[src/rtl/rci_pkg.sv]
// ----------------------------------------------------------------------------
// rci_pkg
// shared types, constants and arithmetic steps of the ray / cone intersector
// ----------------------------------------------------------------------------
package rci_pkg;

   localparam int FRAC_BITS  = 16;
   localparam int SQRT_STEPS = 32;
   localparam int DIV_STEPS  = 31;
   localparam int REQ_W      = 192;
   localparam int RSP_W      = 184;

   localparam logic [16:0]        MIN_DIST_RST = 17'((1 << FRAC_BITS) / 100);
   localparam logic [30:0]        T_MAX        = '1;
   localparam logic signed [32:0] ONE_Q        = 33'sd1 <<< FRAC_BITS;
   localparam logic signed [31:0] ONE_Q32      = 32'sd1 <<< FRAC_BITS;
   localparam logic [63:0]        CAP_R2       = 64'd1 << (2 * FRAC_BITS);
   localparam logic [15:0]        K_NORM       = 16'd46340;
   localparam logic signed [17:0] NZ_SIDE      = -18'sd46340;
   localparam logic signed [17:0] NZ_CAP       = 18'sd1 <<< FRAC_BITS;

   typedef struct packed {
      logic signed [31:0] dz;
      logic signed [31:0] dy;
      logic signed [31:0] dx;
      logic signed [31:0] oz;
      logic signed [31:0] oy;
      logic signed [31:0] ox;
   } ray_type;

   typedef struct packed {
      logic [63:0] val;
      logic [32:0] rem;
      logic [31:0] root;
   } sqrt_acc_type;

   typedef struct packed {
      logic [32:0]          rem;
      logic [DIV_STEPS-1:0] bits;
      logic [DIV_STEPS-1:0] quo;
   } div_acc_type;

   typedef struct packed {
      ray_type            ray;
      logic signed [31:0] a;
      logic               ok;
      logic signed [33:0] num_lo;
      logic signed [33:0] num_hi;
   } quad_type;

   typedef struct packed {
      logic [30:0]        t;
      logic signed [31:0] px;
      logic signed [31:0] py;
      logic signed [31:0] pz;
   } cand_type;

   typedef struct packed {
      logic [2:0]       hit;
      cand_type [2:0]   cand;
      logic [1:0][63:0] rsq;
   } root_type;

   typedef struct packed {
      logic               surface;
      logic [30:0]        distance;
      logic signed [31:0] px;
      logic signed [31:0] py;
      logic signed [31:0] pz;
      logic signed [17:0] nx;
      logic signed [17:0] ny;
      logic signed [17:0] nz;
   } hit_type;

   typedef struct packed {
      logic [2:0]    hit;
      hit_type [2:0] res;
   } final_type;

   function automatic logic [31:0] mag32(input logic signed [31:0] v);
      logic [31:0] m;
      m = v[31] ? 32'(-v) : 32'(v);
      return m;
   endfunction

   function automatic logic [32:0] mag34(input logic signed [33:0] v);
      logic [32:0] m;
      m = v[33] ? 33'(-v) : 33'(v);
      return m;
   endfunction

   // floor-shifted sum of two products minus a third, saturated symmetric
   function automatic logic signed [31:0] sat_sum3(input logic signed [63:0] p0,
                                                   input logic signed [63:0] p1,
                                                   input logic signed [63:0] p2);
      logic signed [63:0] s;
      logic signed [31:0] r;
      s = (p0 >>> FRAC_BITS) + (p1 >>> FRAC_BITS) - (p2 >>> FRAC_BITS);
      if (s > 64'sd2147483647) begin
         r = 32'sh7fffffff;
      end else if (s < -64'sd2147483647) begin
         r = 32'sh80000001;
      end else begin
         r = s[31:0];
      end
      return r;
   endfunction

   function automatic logic signed [31:0] sat_point(input logic signed [31:0] o,
                                                    input logic signed [63:0] prod);
      logic signed [63:0] s;
      logic signed [31:0] r;
      s = 64'(o) + (prod >>> FRAC_BITS);
      if (s > 64'sd2147483647) begin
         r = 32'sh7fffffff;
      end else if (s < -64'sd2147483648) begin
         r = 32'sh80000000;
      end else begin
         r = s[31:0];
      end
      return r;
   endfunction

   // one result bit of the digit-by-digit square root
   function automatic sqrt_acc_type sqrt_step(input sqrt_acc_type x);
      sqrt_acc_type y;
      logic [34:0]  r;
      logic [34:0]  trial;
      r      = {x.rem, x.val[63:62]};
      trial  = {1'b0, x.root, 2'b01};
      y.val  = {x.val[61:0], 2'b00};
      if (r >= trial) begin
         r      = r - trial;
         y.root = {x.root[30:0], 1'b1};
      end else begin
         y.root = {x.root[30:0], 1'b0};
      end
      y.rem = r[32:0];
      return y;
   endfunction

   function automatic sqrt_acc_type sqrt_init(input logic [63:0] v);
      sqrt_acc_type y;
      y.val  = v;
      y.rem  = '0;
      y.root = '0;
      return y;
   endfunction

   // numerator magnitude scaled by one, upper part preloaded as remainder
   function automatic div_acc_type div_init(input logic [32:0] m);
      div_acc_type y;
      logic [63:0] n;
      n      = 64'(m) << FRAC_BITS;
      y.rem  = 33'(n >> DIV_STEPS);
      y.bits = n[DIV_STEPS-1:0];
      y.quo  = '0;
      return y;
   endfunction

   // one quotient bit of restoring division
   function automatic div_acc_type div_step(input div_acc_type x, input logic [31:0] d);
      div_acc_type y;
      logic [32:0] r;
      r      = {x.rem[31:0], x.bits[DIV_STEPS-1]};
      y.bits = {x.bits[DIV_STEPS-2:0], 1'b0};
      if (r >= {1'b0, d}) begin
         r     = r - {1'b0, d};
         y.quo = {x.quo[DIV_STEPS-2:0], 1'b1};
      end else begin
         y.quo = {x.quo[DIV_STEPS-2:0], 1'b0};
      end
      y.rem = r;
      return y;
   endfunction

endpackage

[src/rtl/rci_emit.sv]
// ----------------------------------------------------------------------------
// rci_emit
// output slot that sends the hits of one ray as consecutive words, or one miss word if none
// ----------------------------------------------------------------------------
module rci_emit (
   input  logic               clock,
   input  logic               reset,
   input  logic               in_valid,
   input  rci_pkg::final_type in_res,
   output logic               advance,
   output logic               out_valid,
   input  logic               out_ready,
   output rci_pkg::hit_type   out_word,
   output logic               out_hit,
   output logic               out_last
);
   import rci_pkg::*;

   logic      slot_vld_ff;
   logic [2:0] mask_ff;
   final_type slot_ff;
   logic [2:0] rest;
   hit_type   cur;
   logic      cur_hit;

   always_comb begin
      cur     = '0;
      cur_hit = 1'b0;
      rest    = '0;
      priority if (mask_ff[0]) begin
         cur     = slot_ff.res[0];
         cur_hit = 1'b1;
         rest    = {mask_ff[2:1], 1'b0};
      end else if (mask_ff[1]) begin
         cur     = slot_ff.res[1];
         cur_hit = 1'b1;
         rest    = {mask_ff[2], 2'b00};
      end else if (mask_ff[2]) begin
         cur     = slot_ff.res[2];
         cur_hit = 1'b1;
      end
   end

   assign out_last  = (rest == 3'b000);
   assign advance   = !slot_vld_ff || (out_ready && out_last);
   assign out_valid = slot_vld_ff;
   assign out_word  = cur;
   assign out_hit   = cur_hit;

   always_ff @(posedge clock) begin
      if (reset) begin
         slot_vld_ff <= 1'b0;
         mask_ff     <= '0;
      end else if (advance) begin
         slot_vld_ff <= in_valid;
         mask_ff     <= in_res.hit;
      end else if (out_ready) begin
         mask_ff <= rest;
      end
   end

   always_ff @(posedge clock) begin
      if (advance) begin
         slot_ff <= in_res;
      end
   end

endmodule

[config.mk]
export PLATFORM = sky130hd
export DESIGN_NAME = rci_emit
export DESIGN_NICKNAME = d
export VERILOG_FILES = /design/src/rtl/rci_pkg.sv /design/src/rtl/rci_emit.sv
export SDC_FILE = /design/constraint.sdc
export NUM_CORES = 1
export LEC_CHECK = 0
export ABC_AREA = 1
export BUFFER_PORTS_ARGS = -buffer_cell sky130_fd_sc_hd__buf_2
export CAP_MARGIN = 30
export CORE_ASPECT_RATIO = 0.5
export CORE_MARGIN = 2
export CORE_UTILIZATION = 32
export CTS_BUF_LIST = sky130_fd_sc_hd__clkbuf_16
export CTS_CLUSTER_DIAMETER = 80
export DETAILED_ROUTE_END_ITERATION = 6
export GPL_ROUTABILITY_DRIVEN = 0
export HOLD_SLACK_MARGIN = 0.08
export PLACE_DENSITY_LB_ADDON = 0.1
export SYNTH_ARGS = -nofsm -noshare
export SYNTH_HDL_FRONTEND = slang
export SYNTH_SLANG_ARGS = --single-unit
[constraint.sdc]
create_clock -name clock -period 11.09 [get_ports clock]
set_input_delay 0 -clock clock [delete_from_list [all_inputs] [get_ports clock]]
set_output_delay 0 -clock clock [all_outputs]
set_load 0.05 [all_outputs]
==> metrics.md, run 1 <==
| Metric | Value |
|---|---|
| Clock sink total | 550 |
| Count leader, synth | edfxtp_1 |
| Die height | around 180 microns |
| Distinct cells, synth | 20 |
| Stopped at | clock tree synthesis (4_1_cts) |
| Synth Instances | 1202 |
| CTS max path bufs | 3 |
| Core Rows | 64 |
| # IOs | 739 |
| DPL Wire Length | 44060 microns |
| YS warnings | 0 |
| Leading cell types by count after synthesis | 546 x edfxtp_1, 188 x nand2_1, 182 x a22oi_1 |
| Initial Utilization | 0.3255 |
| Post-cts sizing count | 0 |
| Yosys reg bits | 550 |
| Cell taking the most area after synthesis | edfxtp_1 |
| Die W | 357.7 microns |
| Cts bufs inserted | 52 |
| Post-Syn Area per Cell | 16.66 sq um |
| Ys flop type | edfxtp_1 |
| Synth top area share | 0.8189 |
| Top cells by area, synth | edfxtp_1 82%, a22oi_1 6.8%, o21ai_0 4.1% |
| Fraction of registers with async set/reset | 0 |
| Status | did not finish |
| CTS root buf | clkbuf_16 |
| Port bufs | 738 |
| Hold_buf cts | 560 |
| Syn Nets | around 1800 |
| Run Error | [ERROR RSZ-0060] Max buffer count reached. |
| Post-synthesis sequential area ratio | 0.8229 |
| H-tree levels | 2 |
| Cell Area, Synth | 0.02002 sq mm |
| Post-CTS Setup Inserts | 0 |
| EDFF count, synth | 546 |
through the flow:
stage | area [sq um] | worst slack [ns] | utilization | cells | hold WS [ns]
detailed placement | 24490 | 7.287 | 0.3983 | 2699 | 0.1781
global placement | 24440 | 7.177 | 0.3974 | 2697 | 0.1766
floorplan | 20020 | 2.877 | - | 1202 | 0.06907
kinds of logic after synthesis:
group           Yosys count  share of synthesized area
buf+inv                  86                    0.02344
simple gates            194                    0.03687
compound gates          372                     0.1167
flops                   550                     0.8229
==> run 2: changes to the inputs <==
CORE_ASPECT_RATIO = default   (was 0.5)
CORE_UTILIZATION = 20   (was 32)
CTS_BUF_LIST = default   (was sky130_fd_sc_hd__clkbuf_16)
CTS_CLUSTER_DIAMETER = default   (was 80)
HOLD_SLACK_MARGIN = default   (was 0.08)
PLACE_DENSITY_LB_ADDON = 0.15   (was 0.1)
==> metrics.md, run 2 <==
| Metric | Value |
|---|---|
| Met1 track demand over resource | 0.1460 |
| Initial DRC Count | 821 |
| Via-to-Cell Ratio | ~4.0 |
| Top cells by area, synth | edfxtp_1 82%, a22oi_1 6.8%, o21ai_0 4.1% |
| DPL Wire Length | 48150 microns |
| Register area | 0.01648 sq mm |
| Largest net degree at the start of global routing | 161 |
| WL final | 70920 microns |
| Initial antenna violation count | 11 |
| Crit. End Element | output port |
| Cell Area, Synth | between 0.02 and 0.025 sq mm |
| Core Rows | between 100 and 150 |
| Critical path data required time | 11.09 ns |
| Yosys reg bits | 550 |
| Status | finished, final reports clean |
| Commonest non-fill, non-tap cell in the layout | buf_2 |
| Pwr dens | 171.5 mW/mm^2 |
| Count leader, synth | edfxtp_1 |
| Synth Instances | roughly 1200 |
| Initial Utilization | 0.2008 |
| Worst setup path endpoint | out_word[26] |
| Kind of critical path | reg2out |
| Synth top area share | 0.8189 |
| Most frequent cells in the layout | 738 x buf_2, 554 x dlygate4sd3_1, 546 x edfxtp_1 |
| CP startpoint | mask_ff[1] |
| Largest register FFs | around 550 |
| R2R setup slack | roughly 7.0 ns |
| Maximum clock rate | 228.3 MHz |
| Clk_lat worst skew | 0.62 ns |
| CTS root buf | clkbuf_16 |
| Worst setup SP type | flip-flop |
| FF-to-FF path depth | 8 |
| EDFF count, synth | ~550 |
| Total Routing Usage GR | 0.1341 |
| Critical Path AT | roughly 4.4 ns |
| Worst reg2reg path startpoint | mask_ff[0] |
| DRC Markers | 0 |
| Clock sink total | 550 |
| Slew headroom | 0.3609 |
| Cts bufs inserted | 70 |
| Via count | 15380 |
| Fillers | roughly 9900 |
| Most flops, register | slot_ff |
| Largest fanout on the critical path | 52 |
| Number of global-route vias before repair | roughly 17000 |
| CTS tree | built |
| Die height | 320.4 microns |
| Setup TNS | 0 ns |
| R2R Path End | mask_ff[1] |
| Worst slew pin tran | about 0.96 ns |
| Post-cts sizing count | 0 |
| Worst vdd ir | 0.1175 mV |
| Core ar. | 0.09971 sq mm |
| Nets | roughly 3100 |
| Dpl ws | 7.341 ns |
| Dpl cell area | ~0.025 sq mm |
| GR Util met2 | 0.2495 |
| Tcrit/Tclk final | 0.3949 |
| Final instance area | 0.03290 sq mm |
| Post-DRT Antenna Nets | 0 |
| # IOs | 739 |
| Hold crit path type | in2reg |
| Leading cell types by count after synthesis | 546 x edfxtp_1, 188 x nand2_1, 182 x a22oi_1 |
| CTS max path bufs | 3 |
| Max-cap viol count | 0 |
| Routed len/inst | 18.40 microns |
| Footprint of the multi-input gates | 0.003097 sq mm |
| GRT overflow | 0 |
| H-tree levels | 3 |
| Fin crit period | 4.379 ns |
| Final hold vios | 0 |
| Hold_buf cts | 554 |
| Ys flop type | edfxtp_1 |
| Post-synthesis sequential area ratio | 0.8229 |
| Drt first pass iters | 5 |
| GR met3 Demand/Resource | 0.03252 |
| Post-CTS Setup Inserts | 0 |
| P&R area growth vs syn | 64.31% |
| Distinct cells, synth | 20 |
| Clk pin slew, worst setup/hold paths | 0.05 ns |
| RSZ-0062 raised after global routing | false |
| First-pass GRT wire length | 103400 microns |
| Fin. max-slew vios | 0 |
| DIE AREA | around 0.1 sq mm |
| YS warnings | 0 |
| Syn Nets | 1755 |
| Post-Syn Area per Cell | approximately 17 sq um |
| Fraction of registers with async set/reset | 0 |
| PnR worst setup slack | 6.711 ns |
| Leakage | 13.07 nW |
| Cell taking the most area after synthesis | edfxtp_1 |
| Tot Pwr | 5.640 mW |
| Die W | 320.4 microns |
| Port bufs | 738 |
| Share of layout cells above drive strength 1 | 0.3353 |
| Worst Skew | about 0.019 ns |
| Final setup vio count | 0 |
| Grt peak-use layer | met2 |
-- run 2: cell counts after synthesis --
Identical to the previous run, type by type.
-- run 2: layout make-up --
cell class                      instances  share of cell area
Multi-Input combinational cell        566             0.09413
Clock inverter                         30             0.01035
Timing Repair Buffer                 1308              0.2865
Sequential cell                       550              0.5011
Tap cell                             1298             0.04937
Inverter                                4           0.0004564
Clock buffer                           92             0.05770
Antenna cell                            6           0.0004564
-- run 2: metal layers --
metal	vias to the layer above	share of wire
met2	475	0.54
met5	-	0.00054
met3	129	0.051
met4	6	0.032
li1	7310	-
met1	7464	0.38
-- run 2: cell families (layout without fill, tap and decap cells) --
family          count (synthesis)  count (layout)  synth area share
other cells                     0               6                 0
compound gates                372             372            0.1167
simple gates                  194             194           0.03687
buf+inv                        86            1434           0.02344
flops                         550             550            0.8229
-- run 2: worst min path at each step --
stage	start	end	slack [ns]	cells past startpoint
final	in_res[384]	slot_ff[384]	0.08	2
after global routing	in_res[347]	slot_ff[347]	0.03	2
after CTS	in_res[380]	slot_ff[380]	0.008	2
after detailed placement	in_res[144]	slot_ff[144]	0.18	1
after global placement	in_res[165]	slot_ff[165]	0.18	1
after floorplan	reset	mask_ff[0]	0.07	1
-- run 2: where the power goes --
group / switching [mW] / leakage [nW] / internal, mW
Combinational: 0.556 / 6.32 / 0.304
Clock: 0.889 / 1.08 / 1.37
Sequential: 0.0546 / 5.67 / 2.47
Total: 1.50 / 13.1 / 4.14
-- run 2: through the flow --
| stage | utilization | hold slack, ns | std cells |
|---|---|---|---|
| 2_1_floorplan | - | 0.06907 | 1202 |
| 6_report | 0.3299 | 0.07779 | 3854 |
| 3_5_place_dp | 0.2517 | 0.1781 | 3172 |
| 5_1_grt | 0.3299 | 0.03097 | 3854 |
| 3_3_place_gp | 0.2512 | 0.1762 | 3170 |
| 4_1_cts | 0.3298 | 0.007674 | 3848 |
-- run 2: critical path, cell delays in order (launching register included) --
cell and delay [ns]:
dfxtp_4 0.48, buf_4 0.37, nor2_4 0.71, buf_4 0.71, buf_4 0.61, a22oi_1 0.13
o21ai_0 0.30, buf_2 0.33
Note: power is estimated with default switching activity, not from simulation.
